[config.mk]
export PLATFORM = sky130hd
export DESIGN_NAME = rmi_cell
export DESIGN_NICKNAME = d
export VERILOG_FILES = /design/src/rtl/rmi_pkg.sv /design/src/rtl/rmi_cell.sv
export SDC_FILE = /design/constraint.sdc
export NUM_CORES = 1
export LEC_CHECK = 0
export BUFFER_PORTS_ARGS = -buffer_cell sky130_fd_sc_hd__buf_4
export CAP_MARGIN = 20
export CELL_PAD_IN_SITES_DETAIL_PLACEMENT = 1
export CELL_PAD_IN_SITES_GLOBAL_PLACEMENT = 2
export CORE_MARGIN = 1
export CORE_UTILIZATION = 24
export CTS_BUF_LIST = sky130_fd_sc_hd__clkbuf_16
export DETAILED_ROUTE_END_ITERATION = 7
export GPL_TIMING_DRIVEN = 0
export PLACE_DENSITY = 0.74
export SLEW_MARGIN = 10
export SYNTH_ARGS = -nofsm -noshare
export SYNTH_HDL_FRONTEND = slang
export SYNTH_SLANG_ARGS = --single-unit
[constraint.sdc]
create_clock -name clk_i -period 1.7 [get_ports clk_i]
set_input_delay 0.34 -clock clk_i [delete_from_list [all_inputs] [get_ports clk_i]]
set_output_delay 0.34 -clock clk_i [all_outputs]
set_load 0.1 [all_outputs]
[src/rtl/rmi_pkg.sv]
package rmi_pkg;

  localparam int unsigned IN_W     = 32;
  localparam int unsigned HELD_W   = 9;
  localparam int unsigned GRP_SIZE = 16;

  typedef enum logic [2:0] {
    ST_IDLE,
    ST_CMP,
    ST_UPD,
    ST_MGRP,
    ST_MOUT
  } st_e;

  typedef struct packed {
    logic cmp;
    logic ins;
    logic tok_mv;
  } cell_ctl_t;

endpackage

[src/rtl/rmi_cell.sv]
module rmi_cell
  import rmi_pkg::*;
#(
  parameter int unsigned KEY_BITS = 32
) (
  input  logic                clk_i,
  input  logic                rst_ni,
  input  cell_ctl_t           ctl_i,
  input  logic [KEY_BITS-1:0] new_key_i,
  input  logic [KEY_BITS-1:0] left_key_i,
  input  logic                left_gt_i,
  input  logic                left_vld_i,
  input  logic                left_tok_i,
  output logic [KEY_BITS-1:0] key_o,
  output logic                gt_o,
  output logic                vld_o,
  output logic                tok_o,
  output logic                eq_o
);

  logic [KEY_BITS-1:0] key_q, key_d;
  logic                gt_q, gt_d;
  logic                vld_q, vld_d;
  logic                tok_q, tok_d;

  always_comb begin
    gt_d  = gt_q;
    key_d = key_q;
    vld_d = vld_q;
    tok_d = tok_q;
    if (ctl_i.cmp) begin
      gt_d = vld_q && ($signed(key_q) > $signed(new_key_i));
    end
    if (ctl_i.ins) begin
      vld_d = left_vld_i;
      if (left_gt_i) begin
        key_d = left_key_i;
      end else if (gt_q || !vld_q) begin
        key_d = new_key_i;
      end
    end
    if (ctl_i.tok_mv) begin
      tok_d = left_tok_i;
    end
  end

  always_ff @(posedge clk_i or negedge rst_ni) begin
    if (!rst_ni) begin
      gt_q  <= 1'b0;
      vld_q <= 1'b0;
      tok_q <= 1'b0;
    end else begin
      gt_q  <= gt_d;
      vld_q <= vld_d;
      tok_q <= tok_d;
    end
  end

  always_ff @(posedge clk_i) begin
    key_q <= key_d;
  end

  assign key_o = key_q;
  assign gt_o  = gt_q;
  assign vld_o = vld_q;
  assign tok_o = tok_q;
  assign eq_o  = vld_q && (key_q == new_key_i);

endmodule

# == Word level (Yosys, flattened, before mapping) ==
# Index checks and enable logic that the tools add are counted.
# op_classes
magnitude_cmp,1
eq_ne,1
n_mux,2
n_reduce_logical,6
# op_table
cell,count
two-way mux 32 bit,2
equality test 32 bit,1
greater-than comparator 32 bit,1
logical AND 1 bit,2
AND reduction 2 bit,1
nonzero test 2 bit,1
logical NOT 1 bit,1
logical OR 1 bit,1
# word_totals
ff_bits,35
out_inout_bits,36
elab_cells,14

# == Logic depth before layout (Yosys ltp) ==
# Gate-level depths: netlist of run 1.
# logic_depth
depth_word,4
mapped_depth,8
ltp_nobuf,8

# == Least setup slack after synthesis of run 1 ==
# No wires, ideal clock.
# synth_path
kind,register to output
start,"register key_q[31], in the netlist key_o[31]"
end,output port eq_o
arrival_ps,3131
required_ps,1360
setup_slack_ps,-1771
path_stages_with_launch,6
n_path_buf,0
cell_sequence,edfxtp_1 -> ha_1 -> nand4_1 -> nor4_2 -> nand3_1 -> nor2_1
# synth_via
elab_chain_cells,2
# synth_rtl
element,line,text
"start, declared",rmi_cell.sv:21,"logic [KEY_BITS-1:0] key_q, key_d;"
"start signal, assigned",rmi_cell.sv:60,key_q <= key_d;
equality test 32 bit,rmi_cell.sv:67,assign eq_o = vld_q && (key_q == new_key_i);
logical AND 1 bit,rmi_cell.sv:67,
"end, declared",rmi_cell.sv:18,output logic eq_o
# Every way passes these cells.

# == Worst setup path in the final report of run 1 ==
# layout_path
start,"register key_q[19], in the netlist key_o[19]"
end,output port eq_o
# Same word-level chain as after synthesis.

==> results of run 1 <==
## cells by family (layout without fill, tap and decap cells)
| logic type | after synthesis | in the layout | synth area share |
|---|---|---|---|
| muxes | 2 | 2 | 0.01009 |
| AOI/OAI and AO/OA | 60 | 60 | 0.1485 |
| and+or+nand+nor | 65 | 65 | 0.1289 |
| adders and majority gates | 32 | 32 | 0.1794 |
| buffers and inverters | 41 | 172 | 0.06894 |
| DFF | 35 | 35 | 0.4641 |
## sequential cells by signal, indices dropped and copies added (netlist names)
name   flops
gt_o       1
key_o     32
tok_o      1
vld_o      1
## layer usage
layer  GRT usage  vias up  wire length (um)
met5           0        -                 0
li1            -     1087                 -
met2      0.2806       66              3559
met3     0.04397        5               516
met4     0.02755        0                52
met1      0.1584      970              2757
## worst reg2reg max path, cell delays in order, from the launching register on
cell and delay (ns):
sky130_fd_sc_hd__edfxtp_1 0.43, sky130_fd_sc_hd__ha_4 0.30, sky130_fd_sc_hd__nand4_1 0.18, sky130_fd_sc_hd__nor4_4 0.38, sky130_fd_sc_hd__buf_4 0.18, sky130_fd_sc_hd__a31oi_1 0.12, sky130_fd_sc_hd__nand2b_1 0.10, sky130_fd_sc_hd__o32ai_1 0.08
sky130_fd_sc_hd__a311o_1 0.33
## worst max path at each step
stage | endpoint | from
after CTS | eq_o | key_o[30]
after floorplan | eq_o | key_o[10]
final | eq_o | key_o[19]
after global routing | eq_o | key_o[19]
after detailed placement | eq_o | new_key_i[10]
after global placement | eq_o | new_key_i[27]
## final cells by class
type                    count  area share
clock buffers               5     0.03495
inverters                  34     0.03565
multi-input cells         159      0.3279
plain buffers               7    0.007340
repair buffers            123      0.2621
flip-flops and latches     35      0.2908
clock inverters             3    0.003495
well taps                 108     0.03775
## layout by cell type, fill, tap and decap left out, drive strengths merged, types with 2 or more instances in the layout
| cell | n |
|---|---|
| nand3 | 4 |
| nor4 | 2 |
| nor2 | 6 |
| a21oi | 14 |
| ha | 32 |
| clkbuf | 11 |
| inv | 35 |
| o21ai | 36 |
| clkinv | 2 |
| buf | 123 |
| nand4 | 6 |
| edfxtp | 32 |
| a211oi | 2 |
| dfrtp | 3 |
| mux2 | 2 |
| nand2 | 44 |
## per-stage QoR
| step | cell area (um^2) | TNS [ns] | power [mW] |
|---|---|---|---|
| finish | 3580 | -1.151 | 3.111 |
| global route | 3580 | -1.395 | 3.273 |
| CTS | 3517 | -1.231 | 3.136 |
| detailed placement | 3227 | -10.67 | 2.202 |
| global placement | 3227 | -9.466 | 2.187 |
| floorplan | 2296 | -1.808 | 1.858 |
## power by group through the flow
stage	clock network, mW	logic [mW]	registers (mW)
3_5_place_dp	0	1.10	1.10
3_3_place_gp	0	1.09	1.10
5_1_grt	0.941	1.24	1.09
4_1_cts	0.902	1.15	1.08
6_report	0.876	1.15	1.08
2_1_floorplan	0	0.264	1.59
## timing repair
item                       4_1_cts  5_1_grt
gates resized for setup          9        2
setup endpoints to repair       34        2
buffers inserted                11        5
hold endpoints to repair         3        0
pin swaps                       10        4
hold buffers                     1        0
==> impl_summary.md, run 1 <==
Synth
The dominant register cell in the synthesized netlist is sky130_fd_sc_hd__edfxtp_1. The post-synthesis instance area is 0.002232 mm^2. The count of flip-flops with a built-in enable after synthesis is 32. By area the synthesized netlist is led by sky130_fd_sc_hd__edfxtp_1 43%, sky130_fd_sc_hd__ha_1 18%, sky130_fd_sc_hd__o21ai_0 8.1%. The number of nets handed over by synthesis was 339. The most frequently used cell type in the post-synthesis netlist is sky130_fd_sc_hd__nand2_1. For this run, the number of Yosys warnings is 0. Counting instances in the post-synthesis netlist gives the leading cell types as 44 x sky130_fd_sc_hd__nand2_1, 36 x sky130_fd_sc_hd__o21ai_0, 34 x sky130_fd_sc_hd__inv_1.

The synthesized area per cell is 9.498 um^2. The fraction of the yosys area taken by sequential cells is 0.4641. The share of synthesized area in the top cell type comes to 0.4305.

In this run, distinct cell masters in the synthesized netlist total 26. Counting flops and latches in the post-synthesis netlist gives 35. Summed over all instances, the cell type with the most area after synthesis is sky130_fd_sc_hd__edfxtp_1. The cell count after synthesis came out at 235. The share of synthesized registers carrying an async set or reset is 0.08571.

Setup path
The kind of start point of the critical path is a flop. The endpoint required time on the critical path is 1.36 ns. Counting both buffers and inverters, the worst setup path holds a total of 1. The worst register-to-register path begins at key_o[9]. The cell depth of the worst flop-to-flop path is 8.

Walking the worst path, the cells encountered are ha_4 -> nand4_1 -> nor4_4 -> nand3_2 -> nor2_4 -> buf_12. The category of the critical setup timing path is flop to output pin. The delay of the slowest cell on the worst path is 0.43 ns. For the worst setup path, the data arrival time is 2.01 ns. Grouping stages by cell kind, the critical path spends the most delay in simple AND/OR/NAND/NOR gates.

STA classifies the critical path endpoint as an output pin. The number of gates on the worst path with buffers counted is 6. The cell with the largest stage delay on the worst path is sky130_fd_sc_hd__edfxtp_1. The worst setup slack for register-to-register paths is -0.50 ns.

Along the worst path, the maximum fanout reaches 3. The worst register-to-register path ends at gt_o.

Placement
Counting tap cells, the placed design contains a total of 449 instances. The post-placement setup slack is -0.6257 ns. After legalization and detailed placement, the total HPWL measured 5309 um. Buffers placed on the I/O ports in this run total 106. The final estimated routing congestion in global placement is 0.7061.

Global routing
The initial antenna violation count came to 0. For this run, the total global-route usage over all layers was measured as 0.1461. The total grt overflow is 0. The first-pass GRT wire length is 11050 um. Entering global routing, the biggest net connects 33 pins. The via count of the first global-routing pass is 2277.

CTS
The CTS sink count is 35. The CTS tree is built. The clock latency on the worst-skew pair is 0.28 ns. The clock root buffer is sky130_fd_sc_hd__clkbuf_16.

Counting along the longest clock path gives a buffer depth of 2. The clock edge transition at the registers on the reported setup and hold paths is 0.06 ns. TritonCTS created 5 clock buffers. The H-tree depth is 2.

Die
The die is 98.44 um tall. The initial utilization of the core area, before any placement, comes to 0.2523. The core region is 0.008848 mm^2. The cell row count is 34. The die covers 0.009690 mm^2. The number of top-level pins is 108. The width of the die is 98.44 um.

Routing
In the routed design, unresolved DRC markers number 7. The via total after detailed routing is 2128. The final layout contains routed wiring with a total length of 6885 um. After the first detailed-routing iteration, the DRC count stood at 37. Using the TritonRoute via totals, the vias-per-cell ratio works out to 4.489. For this run, the detailed router's first-pass iteration total came to 6.

The detail route stage leaves a number of antenna-violating nets equal to 0. The routed wire length per instance is 14.53 um.

Cells and area
In the final layout, the multi-input gates occupy 0.001174 mm^2. The area overhead of the layout relative to synthesis is 60.37%. The utilization after layout is 0.4046.

Fill cells in the final layout number 1058. The sequential cell area is 0.001041 mm^2. In the final layout, the share of cells above drive strength 1 is 0.3962.

The count of nets after finishing is 469. The count of inserted antenna diode cells is 0. The non-filler instance count after layout is 474.

Worst hold path
Along the worst hold path, the cell count comes to 2. The path with the worst hold slack has its endpoint at vld_o. The startpoint of the most critical hold path is ctl_i[1]. The worst min-delay path class is input port to flop.

STA
Setup violations remaining at the end of the flow were counted as 2. The final hold violation count is 0. Clock skew on the completed layout was measured at 0.003912 ns. The worst hold slack is 0.2610 ns. The final worst-path cycle share is 1.380.

At the pin with the least slew margin, the transition time is 0.5305 ns. The headroom to the max-slew limit is 0.6463. For the finished layout, the period the worst path requires is 2.347 ns.

Setup repair after global routing could not meet its margin everywhere. The final worst-path setup slack is -0.6465 ns. The number of pins exceeding their max-slew limit in the final report came to 0.

Based on the critical path, the design can be clocked at up to 426.2 MHz.

Pwr
The total internal power is 1.928 mW. The portion of total power attributed to the clock network is 0.282. Of the total power, the share spent switching nets is 0.3801. The net load switching power is 1.182 mW. Of the total power, registers draw 0.349. For this design the static power due to leakage is 1.695 nW.

In this run the power density over the cells is 868.9 mW/mm^2. The peak supply drop is 0.3792 mV. The share of total power dissipated in combinational logic is 0.370.

Outcome
The checks that failed: design-rule violations, negative setup slack. The flow ran to the end, but the final reports show violations.

Run
The total of max-cap violations is 0.
No activity file was read; power rests on OpenSTA's default activity.
==> run 2: changes to the inputs <==
--- a/constraint.sdc
+++ b/constraint.sdc
@@ -3,2 +3,2 @@
 set_output_delay 0.34 -clock clk_i [all_outputs]
-set_load 0.1 [all_outputs]
+set_load 0.01 [all_outputs]
==> impl_summary.md, run 2 (synthesis results as in run 1) <==
Outcome
The flow ran to the end, but the final reports show violations. The checks that failed: design-rule violations, negative setup slack.

Placement
The total cell area at the placement stage is 0.003197 mm^2 (-0.93%). The quantity of I/O buffers inserted on ports is 106 (unchanged). The final HPWL from detailed placement is 5326 um (+0.32%). The final estimated routing congestion in global placement is 0.7080 (+0.27%).

Die
The width of the die was 98.44 um (unchanged). The number of top-level pins was 108 (unchanged). The cell row count is 34 (unchanged). The floorplan core area is 0.008848 mm^2 (unchanged). The overall die area is 0.009690 mm^2 (unchanged). The initial standard-cell utilization of the core is 0.2523 (unchanged). The height of the die is 98.44 um (unchanged).

Global routing
The first-pass GRT wire length is 10800 um (-2.2%). The total grt overflow is 0 (unchanged). The initial antenna violation count came to 0 (unchanged). The maximum number of pins on one net before global-route repair is 33 (unchanged). The global router's overall resource usage is 0.1437 (-0.002437). The via count of the first global-routing pass came to 2214 (-2.8%).

Run
The total of max-cap violations was 0 (unchanged).

CTS
The H-tree depth is 2 (unchanged). The clock latency on the worst-skew pair is 0.28 ns (about the same). The number of clock buffers inserted by TritonCTS was 5 (unchanged). TritonCTS built the clock tree. The root buffer cell chosen for the clock tree is sky130_fd_sc_hd__clkbuf_16.

The clock edge transition at the registers on the reported setup and hold paths is 0.06 ns (about the same). The CTS sink count was 35 (unchanged). The worst-case clock buffer depth is 2 (unchanged).

Routing
The number of routed nets with antenna violations is 0 (unchanged). The routed wire length per instance is 14.51 um (about the same). The iteration-0 DRC count of the detailed router came to 26 (-30%).

The count of unresolved DRC violations after routing is 6 (-1). The detailed-router iteration count before antenna repair was 6 (unchanged). The average vias per placed instance is 4.535 (+1.0%).

The via total after detailed routing is 2154 (+1.2%). The routed wire length is 6893 um (+0.12%).

STA
The final worst-path cycle share is 1.326 (-0.05480). The sum of negative setup slack is -0.9431 ns (+0.2074 ns). The headroom to the max-slew limit is 0.6142 (-0.03210). The number of pins exceeding their max-slew limit in the final report was 0 (unchanged). The fmax was 443.8 MHz (+4.1%). Setup repair after global routing could not meet its margin everywhere. The final hold violation count was 0 (unchanged). The worst hold slack is 0.2762 ns (+0.01520 ns). The number of endpoints failing setup at the final stage was 2 (unchanged). The slew of the pin with the lowest slew margin is 0.5787 ns (+0.04815 ns). The final worst clock skew is 0.004861 ns (+0.0009490 ns). The final critical-path required period is 2.253 ns (-0.09316 ns). The final worst-path setup slack is -0.5534 ns (+0.09316 ns).

Worst hold path
The worst min-delay path class is input port to flop.

Cells and area
In the layout the commonest cells are 124 x sky130_fd_sc_hd__buf_4, 44 x sky130_fd_sc_hd__nand2_1, 36 x sky130_fd_sc_hd__o21ai_0. The area growth from synthesis to layout is 59.25%. The count of nets after finishing came to 471 (+0.43%). The count of inserted antenna diode cells came to 0 (unchanged). The fill cell total of the finished layout is 1060 (+0.19%). The post-route standard cell area excluding fillers is 0.003555 mm^2 (-0.70%). The share of post-route cells with drive strength above 1 is 0.3924 (-0.003804). The flip-flop count of the largest register after layout is 32 (unchanged).

The most common library cell in the layout ignoring fill and taps is sky130_fd_sc_hd__buf_4.

Setup path
The worst setup path is launched from a flop. Traced cell by cell, the critical path runs through ha_4 -> nand4_1 -> nor4_2 -> nand3_1 -> nor2_2 -> buf_4. The endpoint required time on the critical path is 1.36 ns (about the same). The category of the critical setup timing path is flop to output pin. The delay of the slowest cell on the worst path is 0.43 ns (about the same).

The cell with the largest stage delay on the worst path is sky130_fd_sc_hd__edfxtp_1. The highest net fanout along the worst path is 3 (unchanged). STA classifies the critical path endpoint as an output pin.

The data arrival time of the critical path is 1.91 ns (-0.10 ns).

Pwr
The cell area power density came to 741.9 mW/mm^2 (-15%). The peak supply drop is 0.2885 mV (-24%). The cell leakage power was 1.685 nW (-0.60%).
[run 2: changes by cell type in the layout (fill, tap and decap cells not counted), sizes merged]
cell / previous run / this run
buf: 123 / 125
inv: 35 / 34
[run 2: report_power, final]
group	leakage [nW]	internal, mW	switching [mW]
sequential	0.349	1.03	0.0491
clock	0.0671	0.527	0.348
combinational	1.27	0.359	0.320
total	1.68	1.92	0.717
[run 2: stage by stage]
step	instances	total power [mW]	worst slack, ns	util
after CTS	467	2.642	-0.5885	0.3884
after global placement	449	1.706	-0.4943	0.3613
final	475	2.637	-0.5534	0.4017
after detailed placement	449	1.722	-0.5012	0.3613
after floorplan	235	1.384	-0.2144	-
after global routing	475	2.789	-0.6464	0.4017
[run 2: routing by layer]
| layer | routed length (um) | up-vias | global-route usage | share of wire |
|---|---|---|---|---|
| met1 | 3159 | 1004 | 0.1881 | 0.46 |
| li1 | - | 1089 | - | - |
| met5 | 0 | - | 0 | 0 |
| met3 | 331 | 8 | 0.02553 | 0.048 |
| met4 | 96 | 0 | 0.04822 | 0.014 |
| met2 | 3305 | 53 | 0.2400 | 0.48 |
[run 2: worst paths after layout]
path	startpoint	to	slack, ns	depth (start not counted)
max in group asynchronous	rst_ni	gt_o	1.21	2
max	key_o[30]	eq_o	-0.55	6
max reg2reg	key_o[9]	gt_o	-0.39	8
min in group asynchronous	rst_ni	tok_o	0.39	2
min reg2reg	tok_o	tok_o	0.53	1
min	ctl_i[1]	vld_o	0.28	2
[run 2: cell type report]
cell class / instances / area (um^2) / share of cell area
plain buffers: 7 / 26.28 / 0.007392
repair buffers: 125 / 940.9 / 0.2647
flip-flops and latches: 35 / 1036 / 0.2914
inverters: 34 / 127.6 / 0.03590
multi-input cells: 159 / 1155 / 0.3249
well taps: 108 / 135.1 / 0.03801
clock buffers: 5 / 125.1 / 0.03520
clock inverters: 2 / 8.758 / 0.002464
[run 2: critical path: cells and delay by family (launching register included)]
kind	cells	cell delay (ns)
and+or+nand+nor	4	0.78
DFF	1	0.43
buffers and inverters	1	0.12
adders and majority gates	1	0.30
[run 2: timing repair]
action	4_1_cts	5_1_grt
pin swaps	9	8
cloned	0	0
gates resized for setup	2	6
setup endpoints to repair	2	34
setup buffers	10	8
hold endpoints to repair	3	0
hold buffers	1	0
